[src/rtl/vgp_pkg.sv]
`default_nettype none
package vgp_pkg;
    localparam int DEPTH = 4096;
    localparam int AW    = 12;
    localparam int CW    = 13;
    localparam int SW    = 16;

    localparam logic [CW-1:0] DEPTH_C = CW'(DEPTH);
    localparam logic signed [16:0] INV_E_Q16 = 17'sd24109;

    localparam logic [1:0] CFG_PEAK_FLOOR  = 2'd0;
    localparam logic [1:0] CFG_VETO_LENGTH = 2'd1;
    localparam logic [1:0] CFG_EDGE_SKIP   = 2'd2;
    localparam logic [1:0] CFG_TIME_STEP   = 2'd3;

    typedef struct packed {
        logic [AW-1:0]        addr;
        logic signed [SW-1:0] smp;
        logic                 veto;
        logic                 wr;
        logic                 last;
        logic [CW-1:0]        fill;
        logic                 ovf;
    } t_cmd;

    typedef struct packed {
        logic signed [15:0] peak_floor;
        logic [11:0]        veto_length;
        logic [10:0]        edge_skip;
        logic [15:0]        time_step;
    } t_cfg;
endpackage
`default_nettype wire

[src/rtl/vgp_front.sv]
`default_nettype none
module vgp_front (
    input  wire logic            i_clk,
    input  wire logic            i_rst_n,
    input  wire logic            start,
    input  wire logic signed [15:0] i_sample,
    input  wire logic            i_veto,
    input  wire logic            i_last,
    output logic                 busy,
    output vgp_pkg::t_cmd        o_cmd,
    output logic                 o_cmd_vld,
    input  wire logic            i_cmd_pop,
    input  wire logic            i_done
);
    import vgp_pkg::*;

    logic [CW-1:0] r_fill;
    logic          r_ovf;
    logic          r_hold;
    t_cmd          r_q [2];
    logic          r_wp, r_rp;
    logic [1:0]    r_cnt;
    logic          accept, pop;
    t_cmd          n_cmd;

    assign busy      = (r_cnt == 2'd2) || r_hold;
    assign accept    = start && !busy;
    assign o_cmd_vld = (r_cnt != 2'd0);
    assign pop       = i_cmd_pop && o_cmd_vld;
    assign o_cmd     = r_q[r_rp];

    always_comb begin
        n_cmd.wr   = (r_fill < DEPTH_C);
        n_cmd.addr = r_fill[AW-1:0];
        n_cmd.smp  = i_sample;
        n_cmd.veto = i_veto;
        n_cmd.last = i_last;
        n_cmd.fill = n_cmd.wr ? r_fill + CW'(1) : r_fill;
        n_cmd.ovf  = r_ovf | !n_cmd.wr;
    end

    always_ff @(posedge i_clk) begin
        if (accept) begin
            r_q[r_wp] <= n_cmd;
        end
    end

    always_ff @(posedge i_clk) begin
        if (!i_rst_n) begin
            r_fill <= '0;
            r_ovf  <= 1'b0;
            r_hold <= 1'b0;
            r_wp   <= 1'b0;
            r_rp   <= 1'b0;
            r_cnt  <= '0;
        end else begin
            if (accept) begin
                r_wp <= !r_wp;
                if (i_last) begin
                    r_fill <= '0;
                    r_ovf  <= 1'b0;
                    r_hold <= 1'b1;
                end else begin
                    r_fill <= n_cmd.fill;
                    r_ovf  <= n_cmd.ovf;
                end
            end
            if (i_done) begin
                r_hold <= 1'b0;
            end
            if (pop) begin
                r_rp <= !r_rp;
            end
            r_cnt <= r_cnt + 2'(accept) - 2'(pop);
        end
    end
endmodule
`default_nettype wire

[config.mk]
export PLATFORM = sky130hd
export DESIGN_NAME = vgp_front
export DESIGN_NICKNAME = d
export VERILOG_FILES = /design/src/rtl/vgp_pkg.sv /design/src/rtl/vgp_front.sv
export SDC_FILE = /design/constraint.sdc
export NUM_CORES = 1
export LEC_CHECK = 0
export BUFFER_PORTS_ARGS = -buffer_cell sky130_fd_sc_hd__buf_2
export CAP_MARGIN = 20
export CELL_PAD_IN_SITES_DETAIL_PLACEMENT = 0
export CELL_PAD_IN_SITES_GLOBAL_PLACEMENT = 1
export CORE_MARGIN = 3
export CORE_UTILIZATION = 50
export DETAILED_ROUTE_END_ITERATION = 8
export PLACE_DENSITY_LB_ADDON = 0.08
export SYNTH_ARGS = -nofsm -noshare
export SYNTH_HDL_FRONTEND = slang
export SYNTH_SLANG_ARGS = --single-unit
[constraint.sdc]
create_clock -name i_clk -period 9.5 [get_ports i_clk]
set_input_delay 1.425 -clock i_clk [delete_from_list [all_inputs] [get_ports i_clk]]
set_output_delay 1.425 -clock i_clk [all_outputs]
set_load 0.05 [all_outputs]
* After elaboration in Yosys (flattened, before gate mapping)
Memories as Yosys holds them, arrays and structs flattened. A register that Yosys moved wholly into a read port is not among the register bits.
Cells that the tools add are included.
** Cells by class
- Bitwise operators :: 2
- Equality and inequality tests :: 1
- Mux-type cells :: 7
- Reduce and logical (&&, ||, !) cells :: 10
- Order comparisons :: 1
- Add/subtract/negate cells :: 3
** Operators with widths (count)
- 13-bit 2-to-1 mux :: 2
- 13-bit by 1-bit adder with 13-bit output, second input constant :: 1
- 13-bit < comparator, second input constant :: 1
- 1-bit 2-to-1 mux :: 5
- 1-bit zero test :: 4
- 2-bit by 1-bit adder with 2-bit output :: 1
- 2-bit == test, second input constant :: 1
- 1-bit logical AND :: 2
- 2-bit AND reduction :: 1
- 2-bit nonzero test :: 1
- 2-bit OR reduction :: 1
- 2-bit by 1-bit subtractor with 2-bit output :: 1
- 1-bit logical OR :: 1
- 1-bit NOT :: 1
- 1-bit bitwise OR :: 1
** Storage, ports and cells
- Output and inout bits :: 47
- RAM bits :: 90
- Logic and storage cells :: 31
- Memories kept :: 1
- Bits in registers :: 19
- Input port bits :: 23
** Memory list
- r_q :: depth 2, bits a word 45, rd ports 1, clocked after memory_dff 1, wr ports 1, RTL line vgp_front.sv:20 : t_cmd r_q [2];

* Depth between registers and ports, before layout
Gate-level depths: netlist of the first run.
- Word-level depth :: 6
- Mapped depth :: 9
- Gate-level depth less buffers :: 7

* Worst setup path after synthesis of the first run
OpenSTA, ideal clock, no wires.
- Path kind :: input port to flip-flop
- From :: in start
- To :: mem r_q[0][0] in the netlist's numbering (enable)
- Cell stages on the path :: 5
- Data required time :: 9.052 ns
- Setup time :: 0.448 ns
- Path buffers :: 2
- Setup slack :: 5.097 ns
- Data arrival time :: 3.955 ns
- Path through :: nor2b_1 -> clkbuf_1 -> nand2_1 -> clkbuf_1 -> nor2_1
** Between the ends
- Cells in the longest elaborated chain, start to end :: 3
** Ends and longest elaborated chain
- start: declaration :: RTL line vgp_front.sv:5 : input wire logic start,
- 1-bit logical AND :: RTL line vgp_front.sv:27 : assign accept = start && !busy;
- 1-bit 2-to-1 mux :: RTL line vgp_front.sv:43 : if (accept) begin
- 1-bit 2-to-1 mux (not written as such) :: RTL line vgp_front.sv:44 : r_q[r_wp] <= n_cmd;
- end: declaration :: RTL line vgp_front.sv:20
No other way between the ends.

* Worst setup path after layout of the first run
- From :: in start
- To :: mem r_q[0][18] in the netlist's numbering (enable)
Same word-level chain as after synthesis.

==> summary.md, run 1 <==
| Metric | Value |
|---|---|
| Status | finished, final reports clean |
| Worst Skew | 0.00891 ns |
| Fin area | 5050 um2 |
| Area post-placement | 4810 um2 |
| Worst Tran Pin Value | 0.839 ns |
| Fin cells | 454 |
| Setup TNS Final | 0 ns |
| R2r startpoint | r_hold |
| Crit-path max FO | 26 |
| Remaining DRCs | 0 |
| Area growth from synthesis to layout | 14.8% |
| Crit path capture type | flop |
| Diode count | 0 |
| Worst Hold Launch | r_rp |
| Routed vias | 2408 |
| Hold_buf cts | 0 |
| Synth top cells by count | 90 x edfxtp_1, 45 x mux2_2, 20 x dfxtp_1, 12 x xnor2_1, 10 x a21oi_1 |
| Minimum clock period | 3.41 ns |
| EDFF count, synth | 90 |
| Synthesized area | 4400 um2 |
| Post-Route WL | 7.54 mm |
| Synth warnings | 0 |
| Global Route Usage Sum | 0.162 |
| Crit Path Category | input port to flop |
| First-pass GRT wire length | 12.4 mm |
| Pwr Total | 1.41 mW |
| Initial core utilization | 0.525 |
| Most frequent cell after synthesis | edfxtp_1 |
| Longest Clk Path Bufs | 2 |
| Seq/Total Area, Yosys | 0.706 |
| Net count, final | 369 |
| Num ports | 70 |
| CTS tree | done |
| RSZ-0062 raised after global routing | false |
| Final period util | 0.359 |
| Detail Route Antenna Nets | 0 |
| DIE WIDTH | 99.8 um |
| Critical Path RT | 9.54 ns |
| Gr ovfl total | 0 |
| Die Span Y | 99.8 um |
| Post-synthesis cell count | 277 |
| Final Hold Viols | 0 |
| PortBufs | 69 |
| Setup slack, reg-to-reg | 6.92 ns |
| CP Launch Type | input port |
| Top cell type's share of synthesized area | 0.615 |
| Num rows | 33 |
| Net count of the mapped netlist | 302 |
| Area leader, netlist | edfxtp_1 |
| Antenna violations before repair | 0 |
| Cell Pwr Density | 279 nW/um2 |
| Die ar. | 9960 um2 |
| Number of library cell types mapped by synthesis | 42 |
| Worst vdd ir | 0.178 mV |
| FMAX | 0.293 GHz |
| Number of DRC markers in iteration 0 | 98 |
| Layout cells sized above 1 | 0.398 |
| Final Setup Violations | 0 |
| Sinks on Clock Net | 110 |
| Clock root cell | clkbuf_8 |
| Critical R2R Capture | r_q[0][18] |
| Avg WL per Cell | 16.6 um |
| Slew HR | 0.439 |
| Post-CTS resize count | 0 |
| Dpl hpwl | 4.75 mm |
| Drt via density | 5.30 |
| Ys async rst share | 0 |
| Worst path arrival time | 3.45 ns |
| Worst-Skew Late Latency | 0.35 ns |
| Number of synthesized register bits | 110 |
| Max_cap viols | 0 |
| Synth top area cells | edfxtp_1 61%, mux2_2 12%, dfxtp_1 9.1%, xnor2_1 2.4%, a21oi_1 1.1% |
| Hold Crit Class | flop to flop |
| Clock transition at path regs | 0.10 ns |
| R2R depth | 4 |
| Cells after DPL | 436 |
| Largest net degree at the start of global routing | 46 |
| Final Max Slew Viols | 0 |
| CTS buffer count | 9 |
| Hold Path Stages | 2 |
| H-tree depth | 3 |
| Mapped Avg Cell Area | 15.9 um2 |
| Vias in the first global route | 2436 |
| Hold endpoint | r_rp |
| Leak | 1.85 nW |
| CORE AREA | 8380 um2 |
| Initial DRT Pass Iterations | 4 |
| GPL Wtd Cong | 0.756 |
| Top_reg_cell synth | edfxtp_1 |
| Post-CTS setup buffers | 0 |
-- routing by layer --
metal	wire length, um	vias to the layer above	GRT usage	share of wire
met3	369	7	0.0361	0.049
met1	3550	1167	0.214	0.47
met4	88	0	0.0536	0.012
met5	0	-	0	0
met2	3530	53	0.268	0.47
li1	-	1181	-	-
-- kinds of logic (layout without fill, tap and decap cells) --
| family | count (synthesis) | in the layout | synth area share |
|---|---|---|---|
| simple gates | 54 | 54 | 0.0746 |
| fa+ha+maj | 2 | 2 | 0.00569 |
| xor+xnor | 16 | 16 | 0.0319 |
| flops | 110 | 110 | 0.706 |
| mux | 46 | 46 | 0.118 |
| compound gates | 30 | 30 | 0.0441 |
| buf+inv | 19 | 91 | 0.0202 |
-- stage by stage --
step                       util  hold slack [ns]  worst slack, ns
final                     0.602            0.523             6.09
after global routing      0.602            0.545             5.87
after CTS                 0.598            0.526             5.93
after detailed placement  0.574            0.503             5.69
after global placement    0.574            0.484             5.81
after floorplan               -            0.472             5.10
-- critical path: stages --
cell     delay, ns
buf_2         0.07
nor2b_1       0.38
nand2_1       0.40
nor2_4        0.76
buf_4         0.40
-- registers in the layout (all words and copies together), names as in the netlist, named ones only --
name    count
r_fill     13
r_cnt       2
r_q        90
r_ovf       1
r_hold      1
r_rp        1
r_wp        1
-- layout by cell type (no fill, tap or decap), types with 3 or more instances in the layout --
cell type / instances
a21oi_1: 10
dfxtp_1: 19
and2_1: 7
mux2_2: 45
a41oi_1: 3
o21ai_1: 5
a31oi_1: 3
nand3_1: 6
buf_2: 69
nand2b_1: 3
clkbuf_8: 9
edfxtp_1: 90
nor2_1: 6
and3_1: 5
inv_1: 3
xnor2_1: 12
nand2_1: 6
or3_1: 5
xor2_1: 4
-- worst max path at each step --
stage	from	to	slack, ns	cells after the start
final	start	r_q[0][18]	6.09	5
after global routing	start	r_q[0][18]	5.87	5
after CTS	flop	o_cmd[36]	5.93	2
after detailed placement	start	r_q[0][20]	5.69	5
after global placement	start	r_q[0][16]	5.81	5
after floorplan	start	r_q[0][0]	5.10	5
-- power breakdown --
| group | switching (mW) | internal [mW] | total, mW |
|---|---|---|---|
| combinational | 0.365 | 0.142 | 0.508 |
| clock | 0.151 | 0.124 | 0.275 |
| sequential | 0.0274 | 0.597 | 0.625 |
-- area by class of cell --
class,instances,area [um2]
fill,655,3330
sequential,110,3100
multi-input combinational,148,1210
timing repair buffer,72,393
tap,105,131
clock buffer,10,128
clock inverter,6,67.6
inverter,3,11.3
Note: power is estimated with default switching activity, not from simulation.
==> inputs of run 2 (changes only) <==
CORE_UTILIZATION = 42   (was 50)
clock period = 2.9 ns   (was 9.5 ns; I/O delays follow)
==> run 2 against run 1 <==
First-iteration DRC count increased by 12%. Via count increased by 2.9%. Clock power increased to 3.1 times the previous value. Die area increased by 18%. Wire length increased by 2.8%. Sequential share of layout area decreased by 0.54 points. Utilization decreased by 9.1 points. Worst hold slack got worse by 0.30 ns. Clock-buffer cell count decreased by 1.
==> summary.md, run 2 (same netlist as run 1, synthesis figures left out) <==
| Metric | Value |
|---|---|
| Status | finished, final reports clean |
| Diode count | 0 |
| Global Route Usage Sum | 0.140 |
| Post-CTS resize count | 0 |
| GPL Wtd Cong | 0.784 |
| Hold endpoint | r_hold |
| Minimum clock period | 2.34 ns |
| Area growth from synthesis to layout | 15.9% |
| Largest Register | r_q |
| Fin util | 0.512 |
| Worst vdd ir | 0.413 mV |
| Fin cells | 483 |
| Hold_buf cts | 0 |
| CTS buffer count | 9 |
| # fillers | 870 |
| Clock transition at path regs | 0.11 ns |
| Setup TNS Final | 0 ns |
| Worst Hold Launch | i_done |
| Number of DRC markers in iteration 0 | 110 |
| Routed vias | 2478 |
| Top Registers | r_q (90), r_fill (13), r_cnt (2) |
| CORE AREA | 9950 um2 |
| First-pass GRT wire length | 12.4 mm |
| Slew HR | 0.657 |
| Vias in the first global route | 2440 |
| Worst-Skew Late Latency | 0.36 ns |
| Commonest cells after routing, fill and taps aside | 90 x edfxtp_1, 69 x buf_2, 45 x mux2_2 |
| Num rows | 36 |
| Worst path arrival time | 1.91 ns |
| Die ar. | 11700 um2 |
| Sinks on Clock Net | 110 |
| CP Launch Type | flop |
| Worst Skew | 0.00967 ns |
| Antenna violations before repair | 0 |
| Leak | 1.86 nW |
| Drt via density | 5.13 |
| Initial core utilization | 0.442 |
| Net count, final | 370 |
| R2R depth | 7 |
| Final Max Slew Viols | 0 |
| Seq. cell area | 3100 um2 |
| PortBufs | 69 |
| Final Setup Violations | 0 |
| Area post-placement | 4910 um2 |
| Initial DRT Pass Iterations | 4 |
| Num ports | 70 |
| Detail Route Antenna Nets | 0 |
| Crit path capture type | output port |
| Layout cells sized above 1 | 0.403 |
| Max_cap viols | 0 |
| R2r startpoint | r_hold |
| DIE WIDTH | 108 um |
| Hold Path Stages | 2 |
| FMAX | 0.427 GHz |
| Cell Pwr Density | 902 nW/um2 |
| H-tree depth | 3 |
| Post-CTS setup buffers | 0 |
| Hold Crit Class | input port to flop |
| Final period util | 0.808 |
| Crit Path Category | flop to output port |
| Gr ovfl total | 0 |
| Number of flip-flops under the largest register name | 90 |
| Dpl hpwl | 5.03 mm |
| Worst Tran Pin Value | 0.513 ns |
| RSZ-0062 raised after global routing | false |
| Worst hold slack | 0.221 ns |
| Largest net degree at the start of global routing | 46 |
| Longest Clk Path Bufs | 2 |
| Remaining DRCs | 0 |
| Final Hold Viols | 0 |
| Critical Path RT | 2.47 ns |
| Critical R2R Capture | r_cnt[1] |
| Cells after DPL | 467 |
| Most common cell after layout, fill and taps aside | edfxtp_1 |
| Multi-input logic area | 1210 um2 |
| Avg WL per Cell | 16.1 um |
| CTS tree | done |
| Setup slack, reg-to-reg | 0.94 ns |
| Die Span Y | 108 um |
| Crit-path max FO | 17 |
| Clock root cell | clkbuf_8 |
| Fin area | 5090 um2 |
| Post-Route WL | 7.75 mm |
==> run 2: cell types whose count changed in the layout (fill, tap and decap cells not counted) <==
cell        change
inv_8           +2
bufinv_16       -1
clkbuf_1        -1
inv_6           +1
clkinvlp_4      -1
buf_12          +1
==> run 2: final cells by class <==
type | instances | share of cell area
clock buffers | 9 | 0.0243
flip-flops and latches | 110 | 0.609
inverters | 3 | 0.00221
multi-input cells | 148 | 0.238
well taps | 133 | 0.0327
repair buffers | 73 | 0.0811
clock inverters | 7 | 0.0120
==> run 2: critical path, cell delays in order, from the launching register on <==
cell and delay, ns:
dfxtp_2 0.67, buf_4 0.30, mux2_2 0.36, buf_2 0.22
==> run 2: layer usage <==
layer	vias to the layer above	track usage	share of wire
li1	1188	-	-
met5	-	0	0
met1	1209	0.191	0.46
met3	15	0.0263	0.049
met2	66	0.222	0.47
met4	0	0.0595	0.019
==> run 2: per-stage QoR <==
stage | setup WS (ns) | total power [mW]
6_report | 0.558 | 4.59
5_1_grt | 0.443 | 4.82
4_1_cts | 0.506 | 4.66
3_5_place_dp | 0.757 | 3.80
3_3_place_gp | 0.806 | 3.79
2_1_floorplan | 0.236 | 3.40
==> run 2: worst max path at each step <==
stage	start	endpoint	slack, ns	depth (start not counted)
detailed placement	start	r_cnt[1]	0.76	8
finish	flop	o_cmd[5]	0.56	3
global placement	start	r_cnt[1]	0.81	8
CTS	flop	o_cmd[37]	0.51	3
floorplan	start	r_q[0][0]	0.24	5
global route	flop	o_cmd[6]	0.44	3
==> run 2: report_power, final <==
| part | switching, mW | total (mW) | internal (mW) |
|---|---|---|---|
| sequential | 0.0953 | 2.05 | 1.96 |
| combinational | 1.20 | 1.69 | 0.485 |
| clock | 0.523 | 0.856 | 0.333 |
| total | 1.82 | 4.59 | 2.77 |
==> inputs of run 3 (changes only) <==
clock period = 1.95 ns   (was 2.9 ns; I/O delays follow)
==> run 3 against run 2 <==
Worst hold slack got worse by 0.15 ns. Sequential share of layout area down 1.0 points. First-iteration DRC count is 15% higher. Wire length rose by 7.0%. Setup slack got worse by 0.49 ns. Die area unchanged. Non-clock buffer count rose by 10. Final cell count increased by 2.1%. Flip-flop and latch count unchanged. Combinational power up 55%. Largest power group unchanged. Highest routed layer unchanged.
==> summary.md, run 3 (same netlist as run 1, synthesis figures left out) <==
| Metric | Value |
|---|---|
| Largest Register | r_q |
| CP peak stage delay | 0.38 ns |
| Dpl hpwl | 5.32 mm |
| Setup slack, reg-to-reg | 0.18 ns |
| Remaining DRCs | 0 |
| Net count, final | 380 |
| Routed vias | 2548 |
| Leak | 1.90 nW |
| Antenna violations before repair | 0 |
| Final Hold Viols | 0 |
| Die Span Y | 108 um |
| Worst vdd ir | 0.844 mV |
| CORE AREA | 9950 um2 |
| Num ports | 70 |
| Most common cell after layout, fill and taps aside | edfxtp_1 |
| Hold Crit Class | input port to flop |
| Fin cells | 493 |
| CTS tree | done |
| Initial DRT Pass Iterations | 4 |
| Gr ovfl total | 0 |
| Worst Tran Pin Value | 0.523 ns |
| Post-CTS setup buffers | 0 |
| Sinks on Clock Net | 110 |
| Number of DRC markers in iteration 0 | 126 |
| Drt via density | 5.17 |
| Vias in the first global route | 2617 |
| Area post-placement | 4980 um2 |
| Number of flip-flops under the largest register name | 90 |
| Final Max Slew Viols | 0 |
| Detail Route Antenna Nets | 0 |
| GPL Wtd Cong | 0.787 |
| Commonest cells after routing, fill and taps aside | 90 x edfxtp_1, 69 x buf_2, 45 x mux2_2 |
| Initial core utilization | 0.442 |
| Worst Skew | 0.00807 ns |
| Cell Pwr Density | 1350 nW/um2 |
| CTS buffer count | 9 |
| Die ar. | 11700 um2 |
| Worst-Skew Late Latency | 0.36 ns |
| Global Route Usage Sum | 0.149 |
| Clock root cell | clkbuf_8 |
| Crit-path cells | buf_12 > mux2_2 > buf_2 |
| Crit path capture type | output port |
| Status | finished, final reports clean |
| Crit-path max FO | 36 |
| Critical Path RT | 1.66 ns |
| Post-Route WL | 8.30 mm |
| Setup TNS Final | 0 ns |
| RSZ-0062 raised after global routing | false |
| Layout cells sized above 1 | 0.422 |
| Avg WL per Cell | 16.8 um |
| Area growth from synthesis to layout | 17.9% |
| Longest Clk Path Bufs | 2 |
| Diode count | 0 |
| Crit Path Category | flop to output port |
| Worst setup margin | 0.0698 ns |
| Clock transition at path regs | 0.10 ns |
| First-pass GRT wire length | 13.3 mm |
| Hold_buf cts | 0 |
| Top Registers | r_q (90), r_fill (13), r_cnt (2) |
| DIE WIDTH | 108 um |
| Pwr Total | 7.00 mW |
| Minimum clock period | 1.88 ns |
| Worst path arrival time | 1.59 ns |
| Worst slack at placement | 0.163 ns |
| Largest net degree at the start of global routing | 38 |
| CP max stage cell | dfxtp_2 |
| PortBufs | 69 |
| Fin area | 5180 um2 |
| Final period util | 0.964 |
| # fillers | 875 |
| CP Launch Type | flop |
| Cells after DPL | 477 |
| Max_cap viols | 0 |
| Final Setup Violations | 0 |
| FMAX | 0.532 GHz |
| Num rows | 36 |
| H-tree depth | 3 |
| Slew HR | 0.651 |
[run 3: changes by cell type in the layout (fill, tap and decap cells not counted)]
cell and delta:
buf_4 +10, clkinvlp_4 +2, inv_6 -2, and3_1 -1, and3_2 +1, bufinv_16 +1, clkbuf_1 +1, clkinv_1 -1
clkinv_2 +1, clkinv_4 -1, inv_8 -1
[run 3: worst paths after layout]
check,start,to,cells past startpoint
worst max-delay path,flop,o_cmd[14],3
worst min-delay path,i_done,r_hold,2
worst max register to register,r_fill[0],r_fill[10],5
worst min register to register,r_rp,r_rp,2
[run 3: worst max-delay path: cells and delay by family, from the launching register on]
kind,cells,cell delay [ns]
buffers and inverters,2,0.44
flip-flops,1,0.38
multiplexers,1,0.37
[run 3: area by class of cell]
type	instances	area, um2	share of cell area
flip-flops and latches	110	3100	0.599
multi-input cells	148	1210	0.234
repair buffers	83	488	0.0942
well taps	133	166	0.0321
clock buffers	10	128	0.0246
clock inverters	6	70.1	0.0135
inverters	3	11.3	0.00217
[run 3: where the power goes]
group	total (mW)	leakage, nW	switching (mW)	internal, mW
Sequential	3.00	1.01	0.0919	2.91
Combinational	2.62	0.800	1.86	0.760
Clock	1.38	0.0948	0.771	0.606
Total	7.00	1.90	2.72	4.27
[run 3: routing by layer]
metal	routed length (um)	vias up	GRT usage
met5	0	-	0
met4	93	0	0.0415
li1	-	1200	-
met2	4030	68	0.248
met1	3670	1274	0.190
met3	506	6	0.0424
[run 3: metrics by stage]
step / utilization / hold WS [ns]
5_1_grt: 0.521 / 0.0526
3_3_place_gp: 0.501 / 0.457
4_1_cts: 0.520 / 0.0507
2_1_floorplan: - / 0.369
3_5_place_dp: 0.501 / 0.458
6_report: 0.521 / 0.0724
[run 3: repair_timing]
| action | CTS | global route |
|---|---|---|
| endpoints found under the hold margin | 0 | 0 |
| endpoints found under the setup margin | 0 | 1 |
| gates resized for setup | 0 | 1 |
